===== config.mk =====
export PLATFORM = sky130hd
export DESIGN_NAME = life_grid_generation_step_unit
export DESIGN_NICKNAME = d
export VERILOG_FILES = /design/src/hdl/lgs_pkg.sv /design/src/hdl/lgs_ram.sv /design/src/hdl/lgs_row_unit.sv /design/src/hdl/life_grid_generation_step_unit.sv
export SDC_FILE = /design/constraint.sdc
export NUM_CORES = 1
export LEC_CHECK = 0
export BUFFER_PORTS_ARGS = -buffer_cell sky130_fd_sc_hd__buf_2
export CORE_UTILIZATION = 50
export DETAILED_ROUTE_END_ITERATION = 12
export GPL_TIMING_DRIVEN = 0
export PLACE_DENSITY = 0.69
export SYNTH_ARGS = -nofsm -noshare
export SYNTH_HDL_FRONTEND = slang
export SYNTH_SLANG_ARGS = --single-unit

===== constraint.sdc =====
create_clock -name clk -period 4.2 [get_ports clk]
set_clock_uncertainty 0.1 [all_clocks]
set_input_delay 0.21 -clock clk [delete_from_list [all_inputs] [get_ports clk]]
set_output_delay 0.21 -clock clk [all_outputs]
set_load 0.02 [all_outputs]

===== src/hdl/lgs_pkg.sv =====
package lgs_pkg;

  localparam int GRID_SIZE_DEF = 16;
  localparam int COORD_W = 4;
  localparam int GEN_W = 32;
  localparam int COUNT_W = 4;

  localparam logic [COUNT_W-1:0] BORN_COUNT = 4'd3;
  localparam logic [COUNT_W-1:0] KEEP_COUNT = 4'd2;

  typedef enum logic [1:0] {
    CMD_WRITE = 2'd0,
    CMD_STEP  = 2'd1,
    CMD_READ  = 2'd2
  } cmd_t;

  typedef enum logic [2:0] {
    ST_IDLE,
    ST_ACCESS,
    ST_PRIME,
    ST_RUN,
    ST_OUT
  } state_t;

endpackage


===== src/hdl/lgs_ram.sv =====
module lgs_ram #(
  parameter int WIDTH = lgs_pkg::GRID_SIZE_DEF,
  parameter int DEPTH = lgs_pkg::GRID_SIZE_DEF
) (
  input  logic                     clk,
  input  logic                     wr_en,
  input  logic [$clog2(DEPTH)-1:0] wr_addr,
  input  logic [WIDTH-1:0]         wr_data,
  input  logic                     rd_en,
  input  logic [$clog2(DEPTH)-1:0] rd_addr,
  output logic [WIDTH-1:0]         rd_data
);

  logic [WIDTH-1:0] mem [DEPTH];

  always_ff @(posedge clk) begin
    if (wr_en) begin
      mem[wr_addr] <= wr_data;
    end
    if (rd_en) begin
      rd_data <= mem[rd_addr];
    end
  end

endmodule


===== src/hdl/lgs_row_unit.sv =====
module lgs_row_unit #(
  parameter int GRID_SIZE = lgs_pkg::GRID_SIZE_DEF
) (
  input  logic [GRID_SIZE-1:0] above,
  input  logic [GRID_SIZE-1:0] middle,
  input  logic [GRID_SIZE-1:0] below,
  output logic [GRID_SIZE-1:0] next_row
);

  // Each row is padded with a dead cell on both sides, so the edges do not wrap.
  logic [GRID_SIZE+1:0] above_ext;
  logic [GRID_SIZE+1:0] middle_ext;
  logic [GRID_SIZE+1:0] below_ext;

  assign above_ext  = {1'b0, above, 1'b0};
  assign middle_ext = {1'b0, middle, 1'b0};
  assign below_ext  = {1'b0, below, 1'b0};

  always_comb begin
    logic [lgs_pkg::COUNT_W-1:0] n;
    next_row = '0;
    for (int c = 0; c < GRID_SIZE; c++) begin
      n = lgs_pkg::COUNT_W'(above_ext[c]) + lgs_pkg::COUNT_W'(above_ext[c+1])
        + lgs_pkg::COUNT_W'(above_ext[c+2]) + lgs_pkg::COUNT_W'(middle_ext[c])
        + lgs_pkg::COUNT_W'(middle_ext[c+2]) + lgs_pkg::COUNT_W'(below_ext[c])
        + lgs_pkg::COUNT_W'(below_ext[c+1]) + lgs_pkg::COUNT_W'(below_ext[c+2]);
      next_row[c] = (n == lgs_pkg::BORN_COUNT) || (middle[c] && (n == lgs_pkg::KEEP_COUNT));
    end
  end

endmodule


===== src/hdl/life_grid_generation_step_unit.sv =====
// Channel  Direction  Handshake           Word
// in       input      in_valid/in_stall   command, row, column, value
// out      output     out_valid/out_stall cell_alive, generation
//
// A write or read goes through ST_ACCESS to ST_OUT, an unused command straight to ST_OUT.
// A step goes through ST_PRIME and ST_RUN to ST_OUT: in ST_RUN one grid row per cycle
// goes through the shared row unit, paced by the single read port of the row memory.
// From ST_OUT the unit returns to ST_IDLE before the next word can be taken.
// Reset clears the generation counter and one valid bit per row.
// in_stall is high while a word is being worked on; a finished result waits for the
// output register to free up, while a word already in that register waits for out_stall.
module life_grid_generation_step_unit #(
  parameter int GRID_SIZE = lgs_pkg::GRID_SIZE_DEF
) (
  input  logic                        clk,
  input  logic                        rst,
  input  logic                        in_valid,
  output logic                        in_stall,
  input  logic [1:0]                  command,
  input  logic [lgs_pkg::COORD_W-1:0] row,
  input  logic [lgs_pkg::COORD_W-1:0] column,
  input  logic                        value,
  output logic                        out_valid,
  input  logic                        out_stall,
  output logic                        cell_alive,
  output logic [lgs_pkg::GEN_W-1:0]   generation
);

  localparam int AW = $clog2(GRID_SIZE);
  localparam logic [AW-1:0] LAST_ROW = AW'(GRID_SIZE - 1);

  lgs_pkg::state_t state;
  lgs_pkg::state_t state_next;

  logic                      in_accept;
  logic                      in_grid;
  logic [AW-1:0]             in_row_idx;
  logic [1:0]                cmd_q;
  logic [AW-1:0]             row_q;
  logic [AW-1:0]             col_q;
  logic                      value_q;
  logic                      in_grid_q;
  logic [AW-1:0]             cnt;
  logic                      last;
  logic [GRID_SIZE-1:0]      up;
  logic [GRID_SIZE-1:0]      mid;
  logic [GRID_SIZE-1:0]      down;
  logic [GRID_SIZE-1:0]      next_row;
  logic [GRID_SIZE-1:0]      written_row;
  logic [GRID_SIZE-1:0]      row_valid;
  logic                      rd_ok;
  logic [GRID_SIZE-1:0]      rd_data;
  logic [GRID_SIZE-1:0]      rd_row;
  logic                      rd_en;
  logic [AW-1:0]             rd_addr;
  logic                      wr_en;
  logic [AW-1:0]             wr_addr;
  logic [GRID_SIZE-1:0]      wr_data;
  logic [lgs_pkg::GEN_W-1:0] gen;
  logic                      res_alive;
  logic                      access_alive;
  logic                      out_free;
  logic                      out_load;

  assign in_stall   = (state != lgs_pkg::ST_IDLE);
  assign in_accept  = in_valid && !in_stall;
  assign in_grid    = (int'(row) < GRID_SIZE) && (int'(column) < GRID_SIZE);
  assign in_row_idx = AW'(row);
  assign last       = (cnt == LAST_ROW);
  assign rd_row     = rd_ok ? rd_data : '0;
  assign down       = last ? '0 : rd_row;
  assign out_free   = !out_valid || !out_stall;
  assign out_load   = (state == lgs_pkg::ST_OUT) && out_free;

  always_comb begin
    written_row = rd_row;
    written_row[col_q] = value_q;
  end

  assign access_alive = in_grid_q &&
                        ((cmd_q == lgs_pkg::CMD_WRITE) ? value_q : rd_row[col_q]);

  lgs_ram #(
    .WIDTH(GRID_SIZE),
    .DEPTH(GRID_SIZE)
  ) u_grid (
    .clk     (clk),
    .wr_en   (wr_en),
    .wr_addr (wr_addr),
    .wr_data (wr_data),
    .rd_en   (rd_en),
    .rd_addr (rd_addr),
    .rd_data (rd_data)
  );

  lgs_row_unit #(
    .GRID_SIZE(GRID_SIZE)
  ) u_row_unit (
    .above    (up),
    .middle   (mid),
    .below    (down),
    .next_row (next_row)
  );

  always_comb begin
    state_next = state;
    case (state)
      lgs_pkg::ST_IDLE: begin
        if (in_accept) begin
          if (command inside {lgs_pkg::CMD_WRITE, lgs_pkg::CMD_READ}) begin
            state_next = lgs_pkg::ST_ACCESS;
          end else if (command == lgs_pkg::CMD_STEP) begin
            state_next = lgs_pkg::ST_PRIME;
          end else begin
            state_next = lgs_pkg::ST_OUT;
          end
        end
      end
      lgs_pkg::ST_ACCESS: state_next = lgs_pkg::ST_OUT;
      lgs_pkg::ST_PRIME:  state_next = lgs_pkg::ST_RUN;
      lgs_pkg::ST_RUN: begin
        if (last) begin
          state_next = lgs_pkg::ST_OUT;
        end
      end
      lgs_pkg::ST_OUT: begin
        if (out_free) begin
          state_next = lgs_pkg::ST_IDLE;
        end
      end
      default: state_next = lgs_pkg::ST_IDLE;
    endcase
  end

  always_comb begin
    rd_en   = 1'b0;
    rd_addr = '0;
    wr_en   = 1'b0;
    wr_addr = '0;
    wr_data = '0;
    case (state)
      lgs_pkg::ST_IDLE: begin
        if (in_accept) begin
          if ((command inside {lgs_pkg::CMD_WRITE, lgs_pkg::CMD_READ}) && in_grid) begin
            rd_en   = 1'b1;
            rd_addr = in_row_idx;
          end else if (command == lgs_pkg::CMD_STEP) begin
            rd_en   = 1'b1;
            rd_addr = '0;
          end
        end
      end
      lgs_pkg::ST_ACCESS: begin
        if ((cmd_q == lgs_pkg::CMD_WRITE) && in_grid_q) begin
          wr_en   = 1'b1;
          wr_addr = row_q;
          wr_data = written_row;
        end
      end
      lgs_pkg::ST_PRIME: begin
        rd_en   = 1'b1;
        rd_addr = AW'(1);
      end
      lgs_pkg::ST_RUN: begin
        wr_en   = 1'b1;
        wr_addr = cnt;
        wr_data = next_row;
        if (int'(cnt) < GRID_SIZE - 2) begin
          rd_en   = 1'b1;
          rd_addr = cnt + AW'(2);
        end
      end
      default: begin
      end
    endcase
  end

  always_ff @(posedge clk) begin
    if (rst) begin
      state     <= lgs_pkg::ST_IDLE;
      gen       <= '0;
      row_valid <= '0;
      out_valid <= 1'b0;
    end else begin
      state <= state_next;
      if (wr_en) begin
        row_valid[wr_addr] <= 1'b1;
      end
      if ((state == lgs_pkg::ST_RUN) && last) begin
        gen <= gen + lgs_pkg::GEN_W'(1);
      end
      if (out_load) begin
        out_valid <= 1'b1;
      end else if (out_valid && !out_stall) begin
        out_valid <= 1'b0;
      end
    end
  end

  always_ff @(posedge clk) begin
    if (in_accept) begin
      cmd_q     <= command;
      row_q     <= in_row_idx;
      col_q     <= AW'(column);
      value_q   <= value;
      in_grid_q <= in_grid;
      res_alive <= 1'b0;
    end
    if (rd_en) begin
      rd_ok <= row_valid[rd_addr];
    end
    if (state == lgs_pkg::ST_ACCESS) begin
      res_alive <= access_alive;
    end
    if (state == lgs_pkg::ST_PRIME) begin
      up  <= '0;
      mid <= rd_row;
      cnt <= '0;
    end
    if (state == lgs_pkg::ST_RUN) begin
      up  <= mid;
      mid <= down;
      if (!last) begin
        cnt <= cnt + AW'(1);
      end
    end
    if (out_load) begin
      cell_alive <= res_alive;
      generation <= gen;
    end
  end

  assert property (@(posedge clk) disable iff (rst)
    (wr_en && rd_en) |-> (wr_addr != rd_addr))
    else $error("Row memory read and written at the same address in one cycle.");

  assert property (@(posedge clk) disable iff (rst)
    (state == lgs_pkg::ST_RUN && last) |=> (gen == $past(gen) + lgs_pkg::GEN_W'(1)))
    else $error("Generation counter did not advance at the end of a step.");

  assert property (@(posedge clk) disable iff (rst)
    (!$past(rst) && (gen != $past(gen))) |-> (gen == $past(gen) + lgs_pkg::GEN_W'(1)))
    else $error("Generation counter changed by other than one.");

endmodule


After elaboration in Yosys (flattened, before gate mapping)
Memories as Yosys holds them, arrays and structs flattened. A register that Yosys moved wholly into a read port is not among the register bits.
Cells that the tools add are included.
Word-level totals
  memories: 1
  input port bits: 15
  flip-flop bits (word level): 134
  output and inout port bits: 35
  bits in writable memories: 256
  logic and storage cells: 270
Memories
  u_grid.mem: words 16, bits a word 16, rd ports 1, clocked after memory_dff 1, write ports 1, line lgs_ram.sv:14  | logic [WIDTH-1:0] mem [DEPTH];
Operators by class
  $add $sub $neg: 108
  $lt $le $gt $ge: 6
  reduce and logical (&&, ||, !) cells: 51
  muxes and demuxes: 46
  equal/unequal tests: 42
  bitwise logic cells: 1
Operators with widths (number)
  adder 4 x 1 -> 4 bit: 90
  equality test 4 x 2 -> 1 bit, second input constant: 32
  two-way mux 16 bit: 7
  adder 32 x 1 -> 32 bit, second input constant: 1
  case mux 16 bit (2 select lines): 1
  adder 1 x 1 -> 2 bit: 15
  two-way mux 4 bit: 7
  logical AND 1 bit: 22
  logical OR 1 bit: 17
  bitwise mux 16 bit: 1
  two-way mux 1 bit: 16
  OR 16 bit: 1
  < comparator 4 x 5 -> 1 bit, second input constant: 3
  two-way mux 3 bit: 5
  case mux 3 bit (5 select lines): 1
  case mux 4 bit (3 select lines): 1
  binary-select mux 1 bit (select 4 bit): 2
  demux 1 bit (select 4 bit): 2
  greater-or-equal comparator 4 x 1 -> 1 bit, second input constant: 2
  case mux 4 bit (2 select lines): 1
  nonzero test 2 bit: 4
  equality test 3 x 2 -> 1 bit, second input constant: 2
  != test 2 bit, second input constant: 3
  adder 4 x 1 -> 4 bit, second input constant: 1
  other kinds (14): 17

Depth between registers and ports, before layout
Gate-level depths: netlist (run 1).
  depth after elaboration: 11
  gate-level depth with buffers: 14
  gate-level depth less buffers: 13

By module
Synthesis (run 1) repeated with hierarchy kept, for this count alone.
Second synthesis, totals
  cells, all modules: 1299
  area, all modules: 18731.7 sq um
Modules (own cells, without submodules)
  lgs_ram: area an instance 10202.3 sq um, times used 1, cells each 432, seq. area each 8167.8 sq um
  life_grid_generation_step_unit: area an instance 5997.0 sq um, times used 1, cells each 588, seq. area each 3463.3 sq um
  lgs_row_unit: area an instance 2532.4 sq um, times used 1, cells each 279, seq. area each 0.0 sq um

Worst setup path after synthesis (run 1)
Ideal clock, no wire load.
  kind: register to register
  from: register cnt[0]
  to: memory u_grid.mem[0][9] (netlist bit) (data pin)
  period minus slack after synthesis: 4383 ps
  stages on the path, launching flop included: 12
  slack: -183 ps
  arrival time: 3890 ps
  buffers on the path: 2
  library setup time: 392 ps
  required time: 3708 ps
  cells stage by stage: dfxtp_1 -> ha_1 -> nand3_1 -> clkbuf_1 -> clkbuf_1 -> nand3_1 -> inv_1 -> ha_1 -> fa_1 -> inv_1 -> fa_1 -> o41ai_1
On the way
  longest elaborated chain between the ends: 9
  elaborated cells on any way between the ends: 10
  those cells by class: 3 x add/sub; 3 x eq/ne; 2 x mux; 2 x reduce/logical
Ends and longest elaborated chain
  start: declaration: line life_grid_generation_step_unit.sv:43  | logic [AW-1:0] cnt;
  start signal: assignment: line life_grid_generation_step_unit.sv:224  | cnt <= cnt + AW'(1);
  equality test 4 bit (*): line life_grid_generation_step_unit.sv:69  | assign last = (cnt == LAST_ROW);
  two-way mux 16 bit (*): line life_grid_generation_step_unit.sv:71  | assign down = last ? '0 : rd_row;
  adder 4 x 1 -> 4 bit: line lgs_row_unit.sv:25  | + lgs_pkg::COUNT_W'(middle_ext[c+2]) + lgs_pkg::COUNT_W'(below_ext[c])
  adder 4 x 1 -> 4 bit: line lgs_row_unit.sv:26  | + lgs_pkg::COUNT_W'(below_ext[c+1]) + lgs_pkg::COUNT_W'(below_ext[c+2]);
  adder 4 x 1 -> 4 bit (*): line lgs_row_unit.sv:26
  equality test 4 x 2 -> 1 bit: line lgs_row_unit.sv:27  | next_row[c] = (n == lgs_pkg::BORN_COUNT) || (middle[c] && (n == lgs_pkg::KEEP_COUNT));
  logical AND 1 bit: line lgs_row_unit.sv:27
  logical OR 1 bit (*): line lgs_row_unit.sv:27
  case mux 16 bit (2 select lines) (*): line life_grid_generation_step_unit.sv:141  | case (state)
  via u_grid.wr_data[9]: line lgs_ram.sv:8  | input logic [WIDTH-1:0] wr_data,
  end: declaration: line lgs_ram.sv:14
The timed path passes the listed nets; every way through them passes the cells marked *.

Worst setup path after layout (run 1)
  from: register up[11]
  to: memory u_grid.mem[4][11] (netlist bit) (data pin)
On the way
  longest elaborated chain between the ends: 11
  elaborated cells on any way between the ends: 12
  those cells by class: 7 x add/sub; 2 x eq/ne; 1 x mux; 2 x reduce/logical
Ends and longest elaborated chain
  start: declaration: line life_grid_generation_step_unit.sv:45  | logic [GRID_SIZE-1:0] up;
  start signal: assignment: line life_grid_generation_step_unit.sv:221  | up <= mid;
  adder 1 x 1 -> 2 bit (*): line lgs_row_unit.sv:23  | n = lgs_pkg::COUNT_W'(above_ext[c]) + lgs_pkg::COUNT_W'(above_ext[c+1])
  adder 4 x 1 -> 4 bit (*) (2 in a row): line lgs_row_unit.sv:24  | + lgs_pkg::COUNT_W'(above_ext[c+2]) + lgs_pkg::COUNT_W'(middle_ext[c])
  adder 4 x 1 -> 4 bit (*) (2 in a row): line lgs_row_unit.sv:25
  adder 4 x 1 -> 4 bit (*) (2 in a row): line lgs_row_unit.sv:26
  equality test 4 x 2 -> 1 bit: line lgs_row_unit.sv:27
  logical AND 1 bit: line lgs_row_unit.sv:27
  logical OR 1 bit (*): line lgs_row_unit.sv:27
  case mux 16 bit (2 select lines) (*): line life_grid_generation_step_unit.sv:141
  via u_grid.wr_data[11]: line lgs_ram.sv:8
Marked as above.

==> results of run 1 <==
## cell families (layout without fill, tap and decap cells)
family | count (synthesis) | count (layout) | share of synthesized area, %
and+or+nand+nor | 474 | 474 | 11.4
AOI/OAI and AO/OA | 182 | 183 | 6.49
muxes | 94 | 94 | 6.40
adders and majority gates | 109 | 109 | 9.02
buffers and inverters | 180 | 348 | 3.77
DFF | 406 | 406 | 60.9
xor gates and xnor gates | 44 | 44 | 2.02
## where the power goes
part           total, mW  switching (mW)  leakage, nW  internal, mW
Sequential          4.57          0.0864         3.54          4.48
Clock               3.70            1.53        0.654          2.17
Combinational       1.58           0.958         3.89         0.619
Total               9.85            2.57         8.08          7.28
## cell usage in the layout (no fill, tap or decap), types with 19 or more instances in the layout
master,count
a21oi_1,30
nand2_1,132
nor2_1,156
xor2_1,33
mux4_2,22
buf_2,65
clkbuf_16,42
mux2i_1,66
o22ai_1,32
fa_1,48
a22o_1,19
inv_1,112
clkbuf_1,39
dfxtp_1,54
edfxtp_1,350
nand3_1,64
ha_1,60
o21ai_0,23
## synthesized netlist by cell type, types with 6 or more instances
cell type  instances  share of area, %
o22ai_1           36               1.2
and3_1            12              0.39
o21ai_0           26              0.68
dfxtp_1           56               5.9
nand2_1          132               2.6
mux4_2            22               2.6
a31oi_1           17              0.56
mux2i_1           66               3.5
ha_1              61               4.0
fa_1              48               5.0
xnor2_1           11              0.50
buf_2             15              0.39
a311o_1           16              0.84
nand4_1           11              0.36
nor3_1            17              0.45
or3_1              7              0.23
a21oi_1           35              0.92
nand2b_1           9              0.29
clkbuf_1          39              0.77
mux2_2             6              0.35
nand3_1           68               1.8
edfxtp_1         350                55
nor2b_1           15              0.49
xor2_1            33               1.5
nor2_1           167               3.3
inv_1            113               2.2
buf_1              8              0.16
a22o_1            19              0.87
## flip-flops by register name, indices dropped and copies added, names as in the netlist
signal          cells
rd_ok               1
mid                16
col_q               4
row_q               4
cnt                 4
generation         32
cmd_q               2
state               3
gen                32
cell_alive          1
u_grid.mem        256
row_valid          16
out_valid           1
u_grid.rd_data     16
res_alive           1
value_q             1
up                 16
## stage by stage
step           area, µm²  util, %  setup slack, ps
6_report           22300     59.2              159
5_1_grt            22300     59.2             22.0
4_1_cts            22200     58.9             28.5
3_5_place_dp       20500     54.4            -1320
3_3_place_gp       20000     53.2            -1750
2_1_floorplan      19200        -             21.4
## per-layer routing
metal / share of wire (%) / vias to the layer above
li1: - / 5693
met1: 42 / 6084
met2: 47 / 459
met3: 7.2 / 103
met4: 4.3 / 0
met5: 0 / -
## layout make-up
type / count / share of cell area, %
multi-input cells: 904 / 31.7
repair buffers: 95 / 3.81
inverters: 113 / 1.90
plain buffers: 66 / 1.41
clock buffers: 49 / 4.92
clock inverters: 25 / 1.18
well taps: 511 / 2.87
flip-flops and latches: 406 / 52.2
## repair_timing
action | in CTS | in global routing
cloned | 1 | 0
hold endpoints to repair | 17 | 0
resized for setup | 27 | 8
pin swaps | 4 | 3
buffers inserted | 6 | 5
setup endpoints to repair | 254 | 109
hold buffers | 14 | 0
## worst max-delay path by stage
stage                         end  slack [ps]  depth (start not counted)    from
5_1_grt        u_grid.mem[12][11]          20                         12  up[11]
3_5_place_dp   u_grid.mem[15][12]       -1320                         12  cnt[0]
4_1_cts         u_grid.mem[8][11]          30                         14  cnt[0]
3_3_place_gp    u_grid.mem[14][7]       -1750                         12  cnt[0]
6_report        u_grid.mem[4][11]         160                         12  up[11]
2_1_floorplan    u_grid.mem[0][7]          20                         12  cnt[0]
==> metrics.txt, run 1 <==
Worst Path Buf+Inv 1; Global Route met2 Usage 39.1%; critical path data required time 4410 ps; register-to-register path setup slack between 150 and 200 ps; Max-cap violations 0; count of final max-slew check failures 0; count of state elements after synthesis between 400 and 500; worst hold slack across all endpoints roughly 250 ps; input/output buffers 48; ANT nets after route 0; antenna violations before repair 0; CTS tree built; outcome complete, no violations; die width 198 µm; power per cell area roughly 440 nW/µm²; Syn Nets roughly 1,600; cell count after synthesis about 1,500; critical setup path kind reg2reg; met3 capacity usage during global routing under 10%; core area between 30,000 and 40,000 µm²; Most Crowded Layer GR met2; number of distinct library cell variants in the gate-level netlist after synthesis between 60 and 70; Layout Area Growth over Synthesis 16.7%; transition at the pin with the smallest max-transition slack roughly 1200 ps; total number of nets in the final design approximately 1,800; maximum level of the CTS H-tree 2; setup-violating endpoint count in the final report 0; overall power after layout ~9.8 mW; met1 routing resource usage after global routing 32.3%; global-route wire length before repair 71,000 µm; die footprint between 30,000 and 40,000 µm²; fill cell count a little under 3,000; most used flip-flop cell after synthesis edfxtp_1; detailed placer's ending HPWL 32,000 µm; number of clock buffers inserted by TritonCTS 41; post-synthesis sequential area ratio just over 60%; endpoint of the most critical register-to-register path u_grid.mem[4][11]; final critical-path share of the clock period 96.2%; Total Routing Usage GR roughly 24%; number of DRC markers in iteration 0 about 1,100; crit-path most repeated cell fa_1; Clock Path Buffers 3; final-layout setup total negative slack 0 ps; clock latency at the later pin of the worst-skew pair approximately 570 ps; fin crit period between 4000 and 5000 ps; Max Fclk about 250 MHz; Starting Density approximately 51%; Static Leak around 8 nW; buffer type at the clock tree root clkbuf_16; reg2reg start up[11]; type of the tightest min-delay check in2reg; Worst-path clk slew approximately 60 ps; clock sink count roughly 410; cell row count 71; Cell Chain, Critical Path ha_1 > inv_1 > fa_1 > fa_1 > xor2_1 > ha_1 > nor2_1 > fa_1 > nor2_1 > a31oi_1 > or4_4 > o21ai_4; number of flops mapped to enable cells by yosys 350; Final Wtd Congestion about 0.96; hold path start column[2]; cell at the slowest stage of the critical path fa_1; Diodes inserted 0; number of placed instances, taps included ~2,100; RSZ-0062 raised after global routing no; maximum number of pins on one net before global-route repair 39; critical path endpoint category flip-flop; number of top-level pins 50; Critical Path Source Type flip-flop; wire length reported by the detailed router around 46,000 µm; terminating pin of the worst hold path col_q[2]; multi-input combinational cell area a little over 7000 µm²; detailed-routing iteration count for the pre-antenna-repair pass 6; final standard cell count with taps included and fillers excluded approximately 2,200; synth warn 0; peak fanout along the critical path 8; mean area per synthesized cell between 10 and 15 µm²; Worst Reg-to-Reg Cells 12; Worst path top cell family by delay adder cells; depth of the worst hold-timing path 2; worst relative slew slack 17.8%; detailed-route vias per instance approximately 5.7; Wirelength per Cell between 20 and 25 µm; residual DRC count 0; Synth async-reset ratio 0%; proportion of layout cells with a drive suffix above 1 15.1%; largest voltage drop on the vdd net roughly 0.32 mV; die height 198 µm; FF/Latch Area ~12,000 µm²; post-synthesis cell area around 19,000 µm²; GRT overflow 0; vias in the first global route about 12,000; final hold vios 0; Crit path largest cell delay roughly 600 ps; CP arrival roughly 4300 ps; via count 12,300
Note: power is estimated with default switching activity, not from simulation.
==> run 2: changes to the inputs <==
--- a/config.mk
+++ b/config.mk
@@ -6,10 +6,10 @@
 export NUM_CORES = 1
 export LEC_CHECK = 0
 export BUFFER_PORTS_ARGS = -buffer_cell sky130_fd_sc_hd__buf_2
-export CORE_UTILIZATION = 50
+export CORE_UTILIZATION = 55
 export DETAILED_ROUTE_END_ITERATION = 12
 export GPL_TIMING_DRIVEN = 0
-export PLACE_DENSITY = 0.69
+export PLACE_DENSITY = 0.77
 export SYNTH_ARGS = -nofsm -noshare
 export SYNTH_HDL_FRONTEND = slang
 export SYNTH_SLANG_ARGS = --single-unit
==> run 2 against run 1 <==
- the flow now finishes with violations (capacitance limit, slew limit)
- register-to-register slack barely moved
- core utilization rose by 6.2 points
- via count rose by 1.8%
- first-iteration DRC count rose by 8.7%
- total power barely moved
- design area fell by 0.61%
- global-route usage rose by 1.4 points
- sequential power barely moved
- critical path depth did not move
- count of clock-buffer cells in the layout fell by 2
- worst setup slack got worse by 2.2 ps
- cell count fell by 3.0%
- critical endpoint is now u_grid.mem[15][11]
==> metrics.txt, run 2 (synthesized netlist as in run 1, its figures left out) <==
final standard cell count with taps included and fillers excluded 2,104 (-3.0%); total number of nets in the final design 1,747 (-0.23%); count of final max-slew check failures 12 (+12); detailed placer's ending HPWL 30,700 µm (-3.8%); via count 12,600 (+1.8%); cell row count 67 (-5.6%); Max-cap violations 1 (+1); Clock Path Buffers 3 (unchanged); power per cell area 444 nW/µm² (+0.62%); fin crit period 4040 ps (+2.24 ps); number of top-level pins 50 (unchanged); setup-violating endpoint count in the final report 0 (unchanged); CTS tree built; commonest non-fill, non-tap cells in the layout edfxtp_1 (350), nor2_1 (155), nand2_1 (132); peak fanout along the critical path 8 (unchanged); final hold vios 0 (unchanged); number of clock buffers inserted by TritonCTS 41 (unchanged); transition at the pin with the smallest max-transition slack 1520 ps (+292 ps); CP arrival 4220 ps (-40 ps); critical setup path kind reg2reg; leading cell type in the layout, fill and taps excluded edfxtp_1; die footprint 35,500 µm² (-9.0%); register with the highest flop count u_grid.mem; fill cell count 2,367 (-21%); flip-flop count of the largest register after layout 256 (unchanged); detailed-route vias per instance 5.97 (+5.0%); proportion of layout cells with a drive suffix above 1 15.2% (+0.079 points); number of placed instances, taps included 2,002 (-3.3%); critical path data required time 4380 ps (-30 ps); Max Fclk 247 MHz (about the same); core area 33,900 µm² (-10%); die width 188 µm (-4.6%); number of DRC markers in iteration 0 1,187 (+8.7%); maximum number of pins on one net before global-route repair 39 (unchanged); largest registers in the final layout u_grid.mem x256, gen x32, generation x32; Static Leak 8.05 nW (-0.45%); Layout Area Growth over Synthesis 16.0%; residual DRC count 0 (unchanged); wire length reported by the detailed router 45,000 µm (-2.0%); Core Util, Final 65.5% (+6.2 points); final critical-path share of the clock period 96.3% (about the same); critical path endpoint category flip-flop; overall power after layout 9.85 mW (about the same); Diodes inserted 0 (unchanged); maximum level of the CTS H-tree 2 (unchanged); antenna violations before repair 0 (unchanged); buffer type at the clock tree root clkbuf_16; Critical Path Source Type flip-flop; Starting Density 56.4% (+5.7 points); die height 188 µm (-4.6%); clock sink count 406 (unchanged); Worst-path clk slew 60 ps (about the same); violations in the final reports capacitance limit, slew limit; type of the tightest min-delay check in2reg; Wirelength per Cell 21.4 µm (+1.1%); ANT nets after route 0 (unchanged); largest voltage drop on the vdd net 0.325 mV (+2.8%); vias in the first global route 12,600 (+1.6%); clock latency at the later pin of the worst-skew pair 550 ps (-20 ps); global-route wire length before repair 70,200 µm (-1.2%); Final Wtd Congestion 0.957 (about the same); detailed-routing iteration count for the pre-antenna-repair pass 5 (-1); outcome complete, but fails checks; worst relative slew slack -1.39% (-19 points); Total Routing Usage GR 25.9% (+1.4 points); input/output buffers 48 (unchanged); GRT overflow 0 (unchanged)
==> run 2: cell count changes in the layout (fill, tap and decap cells not counted), sizes merged <==
cell | previous run | this run
inv | 113 | 114
dlygate4sd3 | 14 | 13
buf | 110 | 107
clkinvlp | 4 | 6
clkbuf | 86 | 84
clkinv | 16 | 17
==> run 2: what timing repair did <==
action,in CTS,in global routing
setup buffers,6,7
gates resized for setup,24,10
cloned,1,0
hold buffers,13,0
setup endpoints to repair,256,80
hold endpoints to repair,14,0
pin swaps,6,5
==> run 2: area by class of cell <==
| type | count | area [µm²] | area share [%] |
|---|---|---|---|
| Sequential cell | 406 | 11600 | 52.5 |
| Multi-Input combinational cell | 904 | 7070 | 31.9 |
| Clock buffer | 47 | 1080 | 4.87 |
| Timing Repair Buffer | 91 | 786 | 3.54 |
| Tap cell | 448 | 561 | 2.53 |
| Inverter | 113 | 424 | 1.91 |
| Buffer | 66 | 314 | 1.42 |
| Clock inverter | 29 | 303 | 1.37 |
==> run 2: report_power, final <==
part / total, mW / internal, mW / leakage [nW] / switching, mW
sequential: 4.57 / 4.48 / 3.54 / 0.0892
clock: 3.71 / 2.17 / 0.658 / 1.54
combinational: 1.57 / 0.615 / 3.85 / 0.951
==> run 2: critical path, cell delays in order (launching register included) <==
cell      delay (ps)
edfxtp_1         430
ha_1             320
inv_1             70
fa_1             450
fa_1             600
xor2_1           170
ha_2             190
nor2_1            60
fa_2             350
nor2_1           110
a31oi_1           90
or4_4            620
o21ai_2          230
==> run 2: worst paths after layout <==
kind                            startpoint                 end  slack [ps]  depth (start not counted)
worst max-delay path                up[10]  u_grid.mem[15][11]         160                         12
worst min-delay path              in_valid           res_alive          70                          3
worst min register to register     gen[31]      generation[31]         360                          0
worst max register to register      up[10]  u_grid.mem[15][11]         160                         12
==> run 2: per-stage QoR <==
stage	setup slack, ps	hold WS [ps]	cell area [µm²]	setup TNS, ps
final	156	65.2	22200	0
after detailed placement	-1130	289	20300	-151970
after global routing	-9.49	77.1	22200	-138
after global placement	-1520	291	20000	-268360
after CTS	27.7	46.9	22100	0
after floorplan	21.4	209	19200	0
==> run 2: per-layer routing <==
| layer | global-route usage (%) | share of wire [%] |
|---|---|---|
| met4 | 12.3 | 5.1 |
| met5 | 0 | 0 |
| met3 | 3.56 | 7.8 |
| met2 | 42.3 | 47 |
| met1 | 34.6 | 40 |
